**src/sv/itp_pkg.sv**
```systemverilog
package itp_pkg;

  // Field widths of the request and result channels.
  localparam int unsigned IdWidth    = 11;
  localparam int unsigned LenWidth   = 12;
  localparam int unsigned ByteWidth  = 8;
  localparam int unsigned FrameBytes = 8;
  localparam int unsigned FrameWidth = FrameBytes * ByteWidth;
  localparam int unsigned PosWidth   = $clog2(FrameBytes);
  localparam int unsigned SeqWidth   = 4;

  // Configuration port layout.
  localparam int unsigned ApbAddrWidth = 3;
  localparam int unsigned ApbDataWidth = 32;
  localparam logic        RegPadding   = 1'b0;

  // Protocol control nibbles and reset values.
  localparam logic [3:0]          PciFirstFrame  = 4'h1;
  localparam logic [3:0]          PciConsecutive = 4'h2;
  localparam logic [ByteWidth-1:0] PadReset      = 8'hAA;
  localparam logic [SeqWidth-1:0] SeqStart       = 4'd1;
  localparam logic [PosWidth-1:0] PosLast        = 3'd7;
  localparam logic [LenWidth-1:0] SingleLimit    = 12'd8;

  // One emitted CAN frame.
  typedef struct packed {
    logic [IdWidth-1:0]    id;
    logic [FrameWidth-1:0] data;
    logic                  last;
  } itp_frame_t;

  // Replace byte pos of a frame word; byte 0 sits in the top bits.
  function automatic logic [FrameWidth-1:0] put_byte(
    input logic [FrameWidth-1:0] word,
    input logic [PosWidth-1:0]   pos,
    input logic [ByteWidth-1:0]  b
  );
    logic [FrameWidth-1:0] res;
    logic [5:0]            sh;
    res = word;
    sh  = {~pos, 3'b000};
    res[sh +: ByteWidth] = b;
    return res;
  endfunction

endpackage

```
**src/sv/itp_apb_regs.sv**
```systemverilog
module itp_apb_regs (
  input  logic                               clk_i,
  input  logic                               rst_ni,
  input  logic                               psel,
  input  logic                               penable,
  input  logic                               pwrite,
  input  logic [itp_pkg::ApbAddrWidth-1:0]   paddr,
  input  logic [itp_pkg::ApbDataWidth-1:0]   pwdata,
  output logic [itp_pkg::ApbDataWidth-1:0]   prdata,
  output logic                               pready,
  output logic [itp_pkg::ByteWidth-1:0]      padding_o
);

  logic [itp_pkg::ByteWidth-1:0] padding_q;
  logic                          sel_padding;
  logic                          wr_en;

  // Word index decode; only the padding register exists.
  assign sel_padding = (paddr[2] == itp_pkg::RegPadding);
  assign wr_en       = psel && penable && pwrite;

  always_ff @(posedge clk_i or negedge rst_ni) begin
    if (!rst_ni) begin
      padding_q <= itp_pkg::PadReset;
    end else if (wr_en && sel_padding) begin
      padding_q <= pwdata[itp_pkg::ByteWidth-1:0];
    end
  end

  // Reads return the register or zero for unmapped words.
  always_comb begin
    prdata = '0;
    if (sel_padding) begin
      prdata[itp_pkg::ByteWidth-1:0] = padding_q;
    end
  end

  assign pready    = 1'b1;
  assign padding_o = padding_q;

endmodule

```
**src/sv/itp_frame_builder.sv**
```systemverilog
module itp_frame_builder (
  input  logic                            clk_i,
  input  logic                            rst_ni,
  input  logic                            step_i,
  input  logic [itp_pkg::IdWidth-1:0]     can_id_i,
  input  logic [itp_pkg::LenWidth-1:0]    message_length_i,
  input  logic [itp_pkg::ByteWidth-1:0]   data_byte_i,
  input  logic [itp_pkg::ByteWidth-1:0]   padding_i,
  output logic                            emit_o,
  output itp_pkg::itp_frame_t             frame_o
);

  logic                              in_msg_q, in_msg_d;
  logic [itp_pkg::IdWidth-1:0]       id_q, id_d;
  logic [itp_pkg::LenWidth-1:0]      len_q, len_d;
  logic [itp_pkg::LenWidth-1:0]      taken_q, taken_d;
  logic [itp_pkg::FrameWidth-1:0]    buf_q, buf_d;
  logic [itp_pkg::PosWidth-1:0]      fill_q, fill_d;
  logic [itp_pkg::SeqWidth-1:0]      seq_q, seq_d;

  logic [itp_pkg::FrameWidth-1:0]    pad_word;
  logic [itp_pkg::PosWidth-1:0]      pos;
  logic                              done;

  assign pad_word = {itp_pkg::FrameBytes{padding_i}};

  // One byte step: open a frame if needed, insert the byte (none for an empty message), close on full or done.
  always_comb begin
    in_msg_d = in_msg_q;
    id_d     = id_q;
    len_d    = len_q;
    taken_d  = taken_q;
    buf_d    = buf_q;
    fill_d   = fill_q;
    seq_d    = seq_q;
    pos      = fill_q;
    done     = 1'b0;
    emit_o   = 1'b0;
    frame_o.last = 1'b0;

    if (!in_msg_q) begin
      // New message: latch identifier and length, open the first frame.
      id_d    = can_id_i;
      len_d   = message_length_i;
      taken_d = '0;
      seq_d   = itp_pkg::SeqStart;
      buf_d   = pad_word;
      if (message_length_i == '0) begin
        buf_d  = itp_pkg::put_byte(pad_word, '0, '0);
        pos    = '0;
        emit_o = 1'b1;
        frame_o.last = 1'b1;
      end else if (message_length_i < itp_pkg::SingleLimit) begin
        buf_d = itp_pkg::put_byte(buf_d, 3'd0, message_length_i[7:0]);
        pos   = 3'd1;
      end else begin
        buf_d = itp_pkg::put_byte(buf_d, 3'd0,
                                  {itp_pkg::PciFirstFrame, message_length_i[11:8]});
        buf_d = itp_pkg::put_byte(buf_d, 3'd1, message_length_i[7:0]);
        pos   = 3'd2;
      end
    end else if (fill_q == '0) begin
      // Open a consecutive frame.
      buf_d = itp_pkg::put_byte(pad_word, 3'd0, {itp_pkg::PciConsecutive, seq_q});
      seq_d = seq_q + 1'b1;
      pos   = 3'd1;
    end

    // Insert the byte unless the message was empty.
    if (in_msg_q || (message_length_i != '0)) begin
      buf_d   = itp_pkg::put_byte(buf_d, pos, data_byte_i);
      taken_d = taken_q + 1'b1;
      if (!in_msg_q) begin
        taken_d = {{(itp_pkg::LenWidth-1){1'b0}}, 1'b1};
      end
      done = (taken_d == len_d);
      if ((pos == itp_pkg::PosLast) || done) begin
        emit_o       = 1'b1;
        frame_o.last = done;
        fill_d       = '0;
        in_msg_d     = !done;
      end else begin
        fill_d   = pos + 1'b1;
        in_msg_d = 1'b1;
      end
    end else begin
      fill_d   = '0;
      in_msg_d = 1'b0;
    end

    frame_o.id   = id_d;
    frame_o.data = buf_d;
    emit_o       = emit_o && step_i;
  end

  // Control state.
  always_ff @(posedge clk_i or negedge rst_ni) begin
    if (!rst_ni) begin
      in_msg_q <= 1'b0;
      taken_q  <= '0;
      fill_q   <= '0;
      seq_q    <= itp_pkg::SeqStart;
    end else if (step_i) begin
      in_msg_q <= in_msg_d;
      taken_q  <= taken_d;
      fill_q   <= fill_d;
      seq_q    <= seq_d;
    end
  end

  // Message and frame payload.
  always_ff @(posedge clk_i) begin
    if (step_i) begin
      id_q  <= id_d;
      len_q <= len_d;
      buf_q <= buf_d;
    end
  end

endmodule

```
**src/sv/isotp_transmit_segmenter.sv**
```systemverilog
// Channel   | Handshake                    | Payload
// ----------+------------------------------+------------------------------------------
// request   | in_valid_i / in_ready_o      | can_id_i, message_length_i, data_byte_i
// frame     | out_valid_o / out_ready_i    | frame_id_o, frame_data_o, last_of_message_o
// config    | psel, penable, pwrite/pready | paddr, pwdata, prdata (padding at 0x0)
//
// One request is taken per cycle while the output register is not held; the request
// that completes a frame passes the input register, then the builder into the output register.
// A full output register that is not taken holds the input register, which then
// holds in_ready_o low; no request is dropped.
// Reset clears the message state and sets the padding byte to 0xAA.
module isotp_transmit_segmenter (
  input  logic                               clk_i,
  input  logic                               rst_ni,
  input  logic                               in_valid_i,
  output logic                               in_ready_o,
  input  logic [itp_pkg::IdWidth-1:0]        can_id_i,
  input  logic [itp_pkg::LenWidth-1:0]       message_length_i,
  input  logic [itp_pkg::ByteWidth-1:0]      data_byte_i,
  output logic                               out_valid_o,
  input  logic                               out_ready_i,
  output logic [itp_pkg::IdWidth-1:0]        frame_id_o,
  output logic [itp_pkg::FrameWidth-1:0]     frame_data_o,
  output logic                               last_of_message_o,
  input  logic                               psel,
  input  logic                               penable,
  input  logic                               pwrite,
  input  logic [itp_pkg::ApbAddrWidth-1:0]   paddr,
  input  logic [itp_pkg::ApbDataWidth-1:0]   pwdata,
  output logic [itp_pkg::ApbDataWidth-1:0]   prdata,
  output logic                               pready
);

  logic                             s1_valid_q;
  logic [itp_pkg::IdWidth-1:0]      s1_id_q;
  logic [itp_pkg::LenWidth-1:0]     s1_len_q;
  logic [itp_pkg::ByteWidth-1:0]    s1_byte_q;
  logic                             advance;
  logic                             in_take;
  logic [itp_pkg::ByteWidth-1:0]    padding;
  logic                             emit;
  itp_pkg::itp_frame_t              frame;
  logic                             out_valid_q;
  itp_pkg::itp_frame_t              out_frame_q;

  // Configuration register.
  itp_apb_regs u_regs (
    .clk_i     (clk_i),
    .rst_ni    (rst_ni),
    .psel      (psel),
    .penable   (penable),
    .pwrite    (pwrite),
    .paddr     (paddr),
    .pwdata    (pwdata),
    .prdata    (prdata),
    .pready    (pready),
    .padding_o (padding)
  );

  // The held request moves on whenever the output register is free or drains.
  assign advance    = s1_valid_q && (!out_valid_q || out_ready_i);
  assign in_ready_o = !s1_valid_q || advance;
  assign in_take    = in_valid_i && in_ready_o;

  always_ff @(posedge clk_i or negedge rst_ni) begin
    if (!rst_ni) begin
      s1_valid_q <= 1'b0;
    end else if (in_ready_o) begin
      s1_valid_q <= in_valid_i;
    end
  end

  always_ff @(posedge clk_i) begin
    if (in_take) begin
      s1_id_q   <= can_id_i;
      s1_len_q  <= message_length_i;
      s1_byte_q <= data_byte_i;
    end
  end

  // Frame assembly and message state.
  itp_frame_builder u_builder (
    .clk_i            (clk_i),
    .rst_ni           (rst_ni),
    .step_i           (advance),
    .can_id_i         (s1_id_q),
    .message_length_i (s1_len_q),
    .data_byte_i      (s1_byte_q),
    .padding_i        (padding),
    .emit_o           (emit),
    .frame_o          (frame)
  );

  // Output register.
  always_ff @(posedge clk_i or negedge rst_ni) begin
    if (!rst_ni) begin
      out_valid_q <= 1'b0;
    end else if (emit) begin
      out_valid_q <= 1'b1;
    end else if (out_ready_i) begin
      out_valid_q <= 1'b0;
    end
  end

  always_ff @(posedge clk_i) begin
    if (emit) begin
      out_frame_q <= frame;
    end
  end

  assign out_valid_o       = out_valid_q;
  assign frame_id_o        = out_frame_q.id;
  assign frame_data_o      = out_frame_q.data;
  assign last_of_message_o = out_frame_q.last;

endmodule

```
**config.mk**
```make
export PLATFORM = sky130hd
export DESIGN_NAME = isotp_transmit_segmenter
export DESIGN_NICKNAME = d
export VERILOG_FILES = /design/src/sv/itp_pkg.sv /design/src/sv/itp_apb_regs.sv /design/src/sv/itp_frame_builder.sv /design/src/sv/isotp_transmit_segmenter.sv
export SDC_FILE = /design/constraint.sdc
export NUM_CORES = 1
export LEC_CHECK = 0
export BUFFER_PORTS_ARGS = -buffer_cell sky130_fd_sc_hd__buf_4
export CAP_MARGIN = 10
export CELL_PAD_IN_SITES_DETAIL_PLACEMENT = 1
export CELL_PAD_IN_SITES_GLOBAL_PLACEMENT = 2
export CORE_AREA = 4 4 167 169
export DETAILED_ROUTE_END_ITERATION = 8
export DIE_AREA = 0 0 171 173
export PLACE_DENSITY = 0.76
export SYNTH_ARGS = -nofsm -noshare
export SYNTH_HDL_FRONTEND = slang
export SYNTH_SLANG_ARGS = --single-unit
export TNS_END_PERCENT = 1
```
**constraint.sdc**
```tcl
create_clock -name clk_i -period 8.15 [get_ports clk_i]
set_input_delay 1.63 -clock clk_i [delete_from_list [all_inputs] [get_ports clk_i]]
set_output_delay 1.63 -clock clk_i [all_outputs]
set_load 0.01 [all_outputs]
```
==> impl_metrics.yaml <==
detailed_routing:
  detail_route.wl_per_cell_um: 20.4
  drc: 0
  drt_wl_total_um: 25200
  via_per_inst: 5.16
  route.vias.total: 6360
  drt-initial-drc-count: 349
  firstDrtPassIters: 5
  antenna_left: 0
power:
  ir_drop_v: 0.000135
  p_leak_nw: 4.52
  power_density_nw_per_um2: 333
  finalPower_mw: 3.98
synth:
  syn_inst: 749
  ys_ff_latch: 224
  yosysSeqAreaShare_pct: 66.5
  yosysWarnings: 0
  synth_area_leader_cell: "edfxtp_1"
  synth_edf_count: 194
  avgSynthCellArea_um2: 13.2
  async_flop_share_pct: 13.4
  yosysTopAreaCellShare_pct: 58.8
  ys_types: 60
  syn_area_um2: 9900
  ys.flop_type: "edfxtp_1"
  netlist_top_cells_area: "edfxtp_1 (59%), dfrtp_1 (6.3%), a21oi_1 (3.5%), mux2_2 (3.5%), nand2_1 (3.2%)"
timing:
  fmax_ghz: 0.222
  maxSlewViolCount: 0
  whs_ns: 0.539
  setup_slack_ns: 3.64
  min_period_ns: 4.51
  finalSetupTns_ns: 0
  grt_setup_unrepaired: "false"
  skew_ns: 0.0141
  setup_violations: 0
  finalHoldViolations: 0
  period_share_pct: 55.3
  tightest_slew_ns: 1.00
  slew_headroom_pct: 33.0
layout:
  layout_commonest_cell: "edfxtp_1"
  layoutNonFillerInstCount: 1232
  fillerInstances: 2738
  synthToLayoutAreaGrowth_pct: 20.7
  post-route-util_pct: 45.0
  design_area_um2: 12000
  drive_gt1_share_pct: 26.4
  mostFrequentLayoutCells: "edfxtp_1 (194), buf_4 (141), nand2_1 (85), a21oi_1 (70), o21ai_0 (32)"
  antenna_cells: 0
  nets: 952
clocking:
  ctsResizeCount: 0
  cts_setup_buffers: 0
  cts_tree: "yes"
  root_buffer: "clkbuf_16"
  path_clk_slew_ns: 0.06
  cts_inserted_buffers: 24
  htree_levels: 1
  postCtsHoldBufs: 0
  clock_latency_ns: 0.51
  cts_buffer_depth: 3
  cts.sinks: 224
setup_path:
  r2r_setup_slack_ns: 3.64
  slowest_delay_ns: 0.98
  path_cells: "buf_4 -> o21ai_0 -> o31ai_4 -> inv_2 -> nor2_1 -> ha_1 -> o31a_2 -> buf_4"
  crit_path_end_kind: "flop"
  critPathMostFrequentCell: "buf_4"
  cp.required_ns: 8.29
  worstSetupStartpointType: "flop"
  crit_fanout: 44
  crit_slowest_cell: "dfrtp_2"
  crit_type: "reg -> reg"
  arrival_ns: 4.64
placed_design:
  place_congestion: 0.792
  portBuffers: 132
  dp.cells: 1188
  place_area_um2: 11100
  dp_hpwl_um: 16700
  dp_slack_ns: 3.58
floorplanning:
  fp.dieH_um: 173
  die_area_um2: 29600
  die_w_um: 171
  pin_count: 184
  start_util_pct: 37.3
  fp.coreArea_um2: 26600
  rows: 60
global_route:
  grt-ovfl-total: 0
  grt.met2_usage_pct: 25.7
  grtUsageMet3_pct: 3.04
  grt_max_degree: 72
  grtUsageTotal_pct: 16.6
  grt_busiest_layer: "met2"
  grt_pass1_wl_um: 39000
  grt_use_met1_pct: 24.8
  first_global_vias: 6540
  antenna_found_initial: 0
outcome:
  status: "finished, final reports clean"
job:
  drv_cap: 0
min_path:
  min_path_type: "reg -> reg"
[final timing paths]
kind / cells past startpoint / to / startpoint
hold reg to reg: 1 / out_valid_o$_DFFE_PN0P_ / s1_valid_q$_DFFE_PN0N_
max in group asynchronous: 1 / u_regs.padding_o[7]$_DFFE_PN1P_ / rst_ni
setup / recovery: 8 / frame_data_o[57]$_DFFE_PP_ / u_builder.in_msg_q$_DFFE_PN0P_
hold / removal: 1 / out_valid_o$_DFFE_PN0P_ / s1_valid_q$_DFFE_PN0N_
setup reg to reg: 8 / frame_data_o[57]$_DFFE_PP_ / u_builder.in_msg_q$_DFFE_PN0P_
min in group asynchronous: 1 / u_builder.taken_q[3]$_DFFE_PN0P_ / rst_ni
[synth_stat cells (5+ instances only)]
cell type / number
mux2_2: 31
nand2_1: 85
a31oi_1: 8
xor2_1: 8
nand3_1: 29
inv_1: 12
a211oi_1: 10
buf_2: 11
a21oi_1: 70
nor2b_1: 12
o21ai_1: 7
a22o_1: 11
nor2_1: 15
dfrtp_1: 25
xnor2_1: 10
ha_1: 6
buf_1: 8
o21ai_0: 32
nor2b_2: 5
and2_1: 6
clkbuf_1: 17
nand2b_1: 8
mux2i_1: 26
nor3_1: 14
buf_4: 27
dfstp_2: 5
edfxtp_1: 194
[power by group]
part | leakage (nW) | switching, mW | total, mW | internal, mW
sequential | 2.22 | 0.158 | 1.78 | 1.62
clock | 0.411 | 0.442 | 1.16 | 0.716
combinational | 1.89 | 0.650 | 1.04 | 0.390
total | 4.52 | 1.25 | 3.98 | 2.72
[layout make-up]
| class | instances | area (um^2) | area share [%] |
|---|---|---|---|
| sequential | 224 | 6580 | 55.1 |
| multi-input combinational | 469 | 2990 | 25.0 |
| timing repair buffer | 141 | 1060 | 8.86 |
| clock buffer | 27 | 633 | 5.30 |
| tap | 341 | 427 | 3.57 |
| clock inverter | 17 | 213 | 1.78 |
| inverter | 13 | 50.0 | 0.419 |
[logic make-up after synthesis]
kind of cell,share of synthesized area [%]
compound gates,10.4
buf+inv,4.38
fa+ha+maj,0.758
other cells,0.0758
simple gates,10.2
mux,6.15
flops,66.5
xor+xnor,1.59
[flip-flops by register name, indices dropped and copies added, names as in the netlist]
name and count:
s1_valid_q 1, s1_byte_q 8, u_builder.fill_q 3, frame_id_o 11, u_builder.in_msg_q 1, u_builder.id_q 11
u_builder.seq_q 4, u_builder.buf_q 64, s1_len_q 12, last_of_message_o 1, u_regs.padding_o 8, out_valid_o 1
u_builder.len_q 12, s1_id_q 11, frame_data_o 64, u_builder.taken_q 12
[routing by layer]
metal / part of all wire [%] / routed length [um] / vias to the layer above
met3: 5.5 / 1390 / 23
met5: 0 / 0 / -
met4: 1.4 / 340 / 0
met1: 47 / 11800 / 3171
met2: 46 / 11600 / 165
li1: - / - / 3001
[critical path, delay by kind of cell, from the launching register on]
kind	cells	cell delay, ns
buffers and inverters	3	1.27
flip-flops	1	0.98
AO/OA/AOI/OAI	3	1.23
AND/OR/NAND/NOR	1	0.11
adder cells (fa/ha/maj)	1	0.46
Note: power is estimated with default switching activity, not from simulation.
